$ cat config.mk
export PLATFORM = sky130hd
export DESIGN_NAME = alcc_ctrl
export DESIGN_NICKNAME = d
export VERILOG_FILES = /design/src/rtl/alcc_pkg.sv /design/src/rtl/alcc_ctrl.sv
export SDC_FILE = /design/constraint.sdc
export NUM_CORES = 1
export LEC_CHECK = 0
export ABC_AREA = 1
export BUFFER_PORTS_ARGS = -buffer_cell sky130_fd_sc_hd__clkbuf_2
export CORE_MARGIN = 1
export CORE_UTILIZATION = 53
export DETAILED_ROUTE_END_ITERATION = 12
export PLACE_DENSITY = 0.79
export SYNTH_ARGS = -nofsm -noshare
export SYNTH_HDL_FRONTEND = slang
export SYNTH_SLANG_ARGS = --single-unit
export TNS_END_PERCENT = 100
$ cat constraint.sdc
create_clock -name clk -period 2.4 [get_ports clk]
set_input_delay 0.72 -clock clk [delete_from_list [all_inputs] [get_ports clk]]
set_output_delay 0.72 -clock clk [all_outputs]
set_load 0.005 [all_outputs]
$ cat src/rtl/alcc_pkg.sv
`timescale 1ns / 1ps
package alcc_pkg;

	localparam int NUM_OBS     = 16;
	localparam int OBS_IDX_W   = 4;
	localparam int OBS_CNT_W   = 5;
	localparam int COORD_W     = 16;
	localparam int LEN_W       = 15;
	localparam int ANG_W       = 16;
	localparam int CFG_IDX_W   = 3;
	localparam int CFG_DATA_W  = 15;
	localparam int TRIG_W      = 18;
	localparam int Z_W         = 32;
	localparam int PROD_W      = 40;
	localparam int CTR_W       = 34;
	localparam int RAD_W       = 26;
	localparam int SQ_W        = 52;
	localparam int STEP_W      = 4;
	localparam int IN_DATA_W   = 104;
	localparam int OUT_DATA_W  = 8;

	localparam logic [TRIG_W-1:0] CORDIC_START = 18'd9949;

	localparam logic [CFG_IDX_W-1:0] REG_LINK1  = 3'd0;
	localparam logic [CFG_IDX_W-1:0] REG_LINK2  = 3'd1;
	localparam logic [CFG_IDX_W-1:0] REG_LINK3  = 3'd2;
	localparam logic [CFG_IDX_W-1:0] REG_MARGIN = 3'd3;
	localparam logic [CFG_IDX_W-1:0] REG_COUNT  = 3'd4;

	localparam logic MODE_LOAD  = 1'b0;
	localparam logic MODE_QUERY = 1'b1;

	typedef struct packed {
		logic                 load_query;
		logic                 cordic_init;
		logic                 cordic_step;
		logic                 mul;
		logic                 centre;
		logic                 adv;
		logic                 issue;
		logic                 finish;
		logic [STEP_W-1:0]    step;
		logic [1:0]           link;
		logic [1:0]           kidx;
		logic [OBS_IDX_W-1:0] obs;
	} cmd_t;

	typedef struct packed {
		logic [OBS_CNT_W-1:0] n_obs;
	} sts_t;

	function automatic logic [Z_W-1:0] arc_angle(input logic [STEP_W-1:0] i);
		logic [Z_W-1:0] a;
		case (i)
			4'd0:    a = 32'h20000000;
			4'd1:    a = 32'h12E4051E;
			4'd2:    a = 32'h09FB385B;
			4'd3:    a = 32'h051111D4;
			4'd4:    a = 32'h028B0D43;
			4'd5:    a = 32'h0145D7E1;
			4'd6:    a = 32'h00A2F61E;
			4'd7:    a = 32'h00517C55;
			4'd8:    a = 32'h0028BE53;
			4'd9:    a = 32'h00145F2F;
			4'd10:   a = 32'h000A2F98;
			4'd11:   a = 32'h000517CC;
			4'd12:   a = 32'h00028BE6;
			4'd13:   a = 32'h000145F3;
			4'd14:   a = 32'h0000A2FA;
			default: a = 32'h0000517D;
		endcase
		return a;
	endfunction

endpackage

$ cat src/rtl/alcc_ctrl.sv
`timescale 1ns / 1ps
module alcc_ctrl (
	input  logic          clk,
	input  logic          arst_n,
	input  logic          in_go,
	input  logic          out_free,
	input  alcc_pkg::sts_t sts,
	output alcc_pkg::cmd_t cmd,
	output logic          idle,
	output logic          out_set
);
	import alcc_pkg::*;

	localparam logic [3:0] S_IDLE  = 4'd0;
	localparam logic [3:0] S_CINIT = 4'd1;
	localparam logic [3:0] S_CSTEP = 4'd2;
	localparam logic [3:0] S_MUL   = 4'd3;
	localparam logic [3:0] S_CENT  = 4'd4;
	localparam logic [3:0] S_ISSUE = 4'd5;
	localparam logic [3:0] S_ADV   = 4'd6;
	localparam logic [3:0] S_DRAIN = 4'd7;
	localparam logic [3:0] S_DONE  = 4'd8;

	logic [3:0]           state_q;
	logic [STEP_W-1:0]    step_q;
	logic [1:0]           link_q;
	logic [1:0]           k_q;
	logic [OBS_CNT_W-1:0] j_q;
	logic                 last_obs;

	assign idle     = (state_q == S_IDLE);
	assign last_obs = ((j_q + 5'd1) >= sts.n_obs);

	always_comb begin
		cmd             = '0;
		cmd.load_query  = idle && in_go;
		cmd.cordic_init = (state_q == S_CINIT);
		cmd.cordic_step = (state_q == S_CSTEP);
		cmd.mul         = (state_q == S_MUL);
		cmd.centre      = (state_q == S_CENT);
		cmd.adv         = (state_q == S_ADV);
		cmd.issue       = (state_q == S_ISSUE) && (j_q < sts.n_obs);
		cmd.finish      = (state_q == S_DONE) && out_free;
		cmd.step        = step_q;
		cmd.link        = link_q;
		cmd.kidx        = k_q;
		cmd.obs         = j_q[OBS_IDX_W-1:0];
		out_set         = cmd.finish;
	end

	always_ff @(posedge clk or negedge arst_n) begin
		if (!arst_n) begin
			state_q <= S_IDLE;
			step_q  <= '0;
			link_q  <= '0;
			k_q     <= '0;
			j_q     <= '0;
		end else begin
			case (state_q)
				S_IDLE: begin
					if (in_go) begin
						link_q  <= '0;
						state_q <= S_CINIT;
					end
				end
				S_CINIT: begin
					step_q  <= '0;
					state_q <= S_CSTEP;
				end
				S_CSTEP: begin
					step_q <= step_q + 4'd1;
					if (step_q == 4'd15)
						state_q <= S_MUL;
				end
				S_MUL: begin
					k_q     <= '0;
					state_q <= S_CENT;
				end
				S_CENT: begin
					j_q     <= '0;
					state_q <= S_ISSUE;
				end
				S_ISSUE: begin
					j_q <= j_q + 5'd1;
					if (last_obs) begin
						if (k_q != 2'd2) begin
							k_q     <= k_q + 2'd1;
							state_q <= S_CENT;
						end else if (link_q != 2'd2) begin
							state_q <= S_ADV;
						end else begin
							step_q  <= '0;
							state_q <= S_DRAIN;
						end
					end
				end
				S_ADV: begin
					link_q  <= link_q + 2'd1;
					state_q <= S_CINIT;
				end
				S_DRAIN: begin
					// compare pipeline is three deep
					step_q <= step_q + 4'd1;
					if (step_q == 4'd2)
						state_q <= S_DONE;
				end
				S_DONE: begin
					if (out_free)
						state_q <= S_IDLE;
				end
				default: state_q <= S_IDLE;
			endcase
		end
	end

endmodule

==> Word level (Yosys, flattened, before mapping) <==
Cells that the tools add are included.
{ "word_totals": {"reg_bits": 17, "input_bits": 9, "output_inout_bits": 22, "wordCells": 62} }
{ "op_classes": {"add_sub_neg": 4, "magnitude_cmp": 2, "n_eq_ne": 20, "n_mux": 18, "n_reduce_logical": 13} }
{ "op_table": {"columns": ["cell", "n"], "rows": [
  ["$pmux W4 S9", 1],
  ["$mux W4", 8],
  ["$eq A4 B3 Y1 const B", 4],
  ["$ne A2 B2 Y1 const B", 8],
  ["$eq A4 B2 Y1 const B", 3],
  ["$pmux W4 S3", 1],
  ["$pmux W5 S2", 1],
  ["$eq A4 B4 Y1 const B", 2],
  ["$mux W2", 4],
  ["$pmux W2 S2", 2],
  ["$reduce_bool A2 Y1", 3],
  ["$add A5 B1 Y5 const B", 1],
  ["$ge A5 B5 Y1", 1],
  ["$lt A5 B5 Y1", 1],
  ["$reduce_and A5 Y1", 1],
  ["$add A2 B1 Y2 const B", 2],
  ["$add A4 B1 Y4 const B", 1],
  ["$eq A4 B1 Y1 const B", 1],
  ["$logic_not A4 Y1", 1],
  ["$ne A2 B1 Y1 const B", 2],
  ["$reduce_and A4 Y1", 1],
  ["$logic_and A1 B1 Y1", 3],
  ["$reduce_and A3 Y1", 1],
  ["$reduce_bool A3 Y1", 1],
  ["other kinds (3)", 3]
]} }

==> Depth between registers and ports, before layout <==
{ "logic_depth": {"ltp_word": 5, "mapped_depth": 12, "mapped_depth_nobuf": 12} }

==> Least setup slack after synthesis <==
No wires, ideal clock.
{ "synth_path": {"path_kind": "input -> output", "startpoint": "input sts[4] (netlist bit)", "endpoint": "output cmd[13] (netlist bit)", "arrival_ns": 1.420, "required_ns": 1.680, "slack_ns": 0.260, "cell_stages": 5, "n_path_buf": 0, "path_cell_list": "inv_1 > ha_1 > a21oi_1 > o221ai_1 > nor2_1"} }
{ "synth_rtl": {"columns": ["element", "line", "text"], "rows": [
  ["start: declaration", "alcc_ctrl.sv:7", "input alcc_pkg::sts_t sts,"],
  ["end: declaration", "alcc_ctrl.sv:8", "output alcc_pkg::cmd_t cmd,"]
]} }

==> insert_results.sql <==
INSERT INTO impl_metrics (metric_group, metric, value, unit) VALUES
('sta', 'max_clock_freq', '425', 'MHz'),
('die', 'die_height', '51.9', 'um'),
('yosys', 'yosys.cell_types.count', '29', ''),
('die', 'core_region_area', '0.00228', 'sq mm'),
('global_route', 'grt_start_max_net_pins', '18', ''),
('global_route', 'first_global_vias', '1191', ''),
('run', 'max_cap_viols', '0', ''),
('power_and_ir_drop', 'ir_worst_vdd', '0.606', 'mV'),
('yosys', 'syn-cell-area', '0.00132', 'sq mm'),
('route', 'drt_drc_violations_left', '0', ''),
('sta', 'grt_setup_unrepaired', 'no', ''),
('sta', 'post-route-period-util', '0.980', ''),
('yosys', 'synth_enable_flop_cells', '0', ''),
('route', 'final_antenna_net_count', '0', ''),
('critical_path', 'crit_path_end_kind', 'output pin', ''),
('sta', 'slew_of_the_pin_with_the_lowest_slew_margin', '0.434', 'ns'),
('route', 'detail_route.vias_per_cell', '5.33', ''),
('final_layout', 'antennaDiodeCount', '0', ''),
('cts', 'tritoncts', 'yes', ''),
('cts', 'cts_max_path_buffers', '2', ''),
('route', 'router_iterations_before_antenna_repair', '4', ''),
('yosys', 'syn-instance-count', '172', ''),
('route', 'avgRoutedWirePerCell', '13.1', 'um'),
('final_layout', 'design_area', '0.00151', 'sq mm'),
('critical_path', 'critPathRequiredTime', '1.68', 'ns'),
('cts', 'clkTransAtPathRegs', '0.11', 'ns'),
('place', 'gp_routability_congestion', '0.875', ''),
('cts', 'clock-sinks', '17', ''),
('global_route', 'global_route.usage.total', '0.256', ''),
('place', 'place_hpwl', '2250', 'um'),
('critical_path', 'timing.setup.critical_path_class', 'input pin to output pin', ''),
('yosys', 'post_synthesis_sequential_area_ratio', '0.323', ''),
('route', 'wirelength', '2990', 'um'),
('final_layout', 'design.final.nets', '225', ''),
('sta', 'hold_violations', '0', ''),
('yosys', 'synth_flop_cell', 'sky130_fd_sc_hd__dfrtp_1', ''),
('die', 'num_rows', '17', ''),
('critical_path', 'r2r-start', 'j_q[0]', ''),
('critical_path', 'crit_start_category', 'input pin', ''),
('sta', 'fin_crit', '2.35', 'ns'),
('critical_path', 'crit_start', 'sts[4]', ''),
('global_route', 'antenna_found_initial', '0', ''),
('cts', 'postCtsSetupBuffers', '0', ''),
('final_layout', 'layout-area-overhead-vs-synth', '14.6', '%'),
('power_and_ir_drop', 'design_power_total', '1.56', 'mW'),
('die', 'die_width', '51.9', 'um'),
('power_and_ir_drop', 'static-leakage-power', '0.879', 'nW'),
('critical_path', 'worst_ep_arrival', '1.63', 'ns'),
('die', 'design.die.area', '0.00269', 'sq mm'),
('sta', 'totalNegativeSetupSlack', '0', 'ns'),
('critical_path', 'worstPathMaxFanout', '3', ''),
('sta', 'fin_skew', '0.000609', 'ns'),
('global_route', 'grt_first_pass_wirelength', '5000', 'um'),
('final_layout', 'layout-drive-gt1-share', '0.260', ''),
('route', 'drt_first_iter_violations', '25', ''),
('die', 'ports_placed_on_the_boundary', '31', ''),
('global_route', 'globalRoute.totalOverflow', '0', ''),
('yosys', 'avgSynthCellArea', '7.66', 'sq um'),
('power_and_ir_drop', 'power-per-cell-area', '1030', 'mW/mm^2'),
('cts', 'clock_latency_of_the_later_clocked_register_in_the_worst_skew_pair', '0.29', 'ns'),
('route', 'vias', '1216', ''),
('sta', 'finalMaxSlewViolations', '0', ''),
('sta', 'slew_headroom', '0.710', ''),
('place', 'buffer_ports.inserted', '30', ''),
('cts', 'root_buffer', 'sky130_fd_sc_hd__clkbuf_4', ''),
('sta', 'setup_violations', '0', ''),
('cts', 'cts_bufs_inserted', '3', ''),
('yosys', 'ys_warn_count', '0', ''),
('yosys', 'ys_seq_elements', '17', ''),
('hold_path', 'tightest_hold_check_type', 'input pin to async pin', ''),
('run_status', 'status', 'complete, no violations', ''),
('yosys', 'synthesis.nets', '196', ''),
('cts', 'h_tree_level_count', '1', ''),
('die', 'initial_core_util', '0.579', ''),
('place', 'dpl_cell_area', '0.00145', 'sq mm'),
('yosys', 'async_reset_ff_frac', '1.00', '');
==> cells in the final DEF (no fill, tap or decap), drive strengths merged <==
master,synthesis,layout
nand2,51,51
clkbuf,0,33
inv,27,27
dfrtp,17,17
ha,15,15
nor2,15,15
nand3,11,11
o21ai,9,9
xor2,4,4
nand4,3,3
a22o,3,3
a21oi,2,2
and3,1,1
nor3,1,1
o221ai,1,1
a21boi,1,1
nand3b,1,1
xnor2,1,1
or2,1,1
o211ai,1,1
a31oi,1,1
clkinv,0,1
==> cell type report <==
cell class	count	area, sq um
clock buffer	3	22.5
clock inverter	1	5.00
fill	205	766
inverter	27	101
multi-input combinational	122	771
sequential	17	425
tap	28	35.0
timing repair buffer	30	150
==> logic make-up after synthesis <==
| group | count (synthesis) | synth area share |
|---|---|---|
| compound gates | 18 | 0.0874 |
| xor+xnor | 5 | 0.0332 |
| flops | 17 | 0.323 |
| simple gates | 84 | 0.300 |
| buf+inv | 33 | 0.114 |
| fa+ha+maj | 15 | 0.142 |
==> critical path, stage by stage <==
cell and delay, ns:
sky130_fd_sc_hd__clkbuf_2 0.08, sky130_fd_sc_hd__inv_1 0.11, sky130_fd_sc_hd__ha_4 0.23, sky130_fd_sc_hd__a21oi_1 0.15
sky130_fd_sc_hd__o221ai_1 0.12, sky130_fd_sc_hd__nor2_1 0.10, sky130_fd_sc_hd__clkbuf_2 0.12
==> what timing repair did <==
action | 4_1_cts | 5_1_grt
hold buffers | 0 | 0
gates resized for setup | 0 | 3
endpoints found under the setup margin | 0 | 1
hold endpoints to repair | 0 | 0
==> flip-flops by register name, indices dropped and copies added (netlist names) <==
| register | cells |
|---|---|
| j_q | 5 |
| state_q | 4 |
| step_q | 4 |
| k_q | 2 |
| link_q | 2 |
==> power by group <==
group / switching, mW / leakage (nW) / internal, mW / total [mW]
Sequential: 0.135 / 0.225 / 0.386 / 0.521
Combinational: 0.526 / 0.636 / 0.351 / 0.877
Clock: 0.0980 / 0.0177 / 0.0621 / 0.160
Total: 0.760 / 0.879 / 0.799 / 1.56
==> cell usage after synthesis (4+ instances only) <==
| cell | count | area [sq um] |
|---|---|---|
| sky130_fd_sc_hd__nor2_1 | 9 | 33.8 |
| sky130_fd_sc_hd__inv_1 | 26 | 97.6 |
| sky130_fd_sc_hd__xor2_1 | 4 | 35.0 |
| sky130_fd_sc_hd__nand2_2 | 4 | 25.0 |
| sky130_fd_sc_hd__nor2_2 | 4 | 25.0 |
| sky130_fd_sc_hd__dfrtp_1 | 17 | 425 |
| sky130_fd_sc_hd__ha_1 | 15 | 188 |
| sky130_fd_sc_hd__o21ai_0 | 5 | 25.0 |
| sky130_fd_sc_hd__nand3_1 | 10 | 50.1 |
| sky130_fd_sc_hd__nand2_1 | 47 | 176 |
| sky130_fd_sc_hd__buf_4 | 5 | 37.5 |
==> worst paths after layout <==
kind                                    to  cells after the start  slack, ns
worst min register to register      k_q[0]                      2       0.55
worst min-delay path                j_q[3]                      1       0.34
max in group asynchronous       state_q[2]                      1       1.76
worst max register to register      k_q[0]                     12       0.22
min in group clk                    k_q[0]                      2       0.55
worst max-delay path               cmd[13]                      7       0.05
==> through the flow <==
step	std cells	setup WS, ns	util	hold WS, ns
global route	228	0.0159	0.664	0.356
floorplan	172	0.260	-	0.424
CTS	228	0.0190	0.651	0.350
global placement	224	0.0731	0.639	0.495
finish	228	0.0469	0.664	0.340
detailed placement	224	0.0238	0.639	0.522
==> routing by layer <==
| layer | track usage | part of all wire |
|---|---|---|
| met3 | 0.0263 | 0.030 |
| met2 | 0.483 | 0.52 |
| met1 | 0.289 | 0.42 |
| met4 | 0.0946 | 0.020 |
| met5 | 0 | 0 |
(Power assumes the default switching activity.)
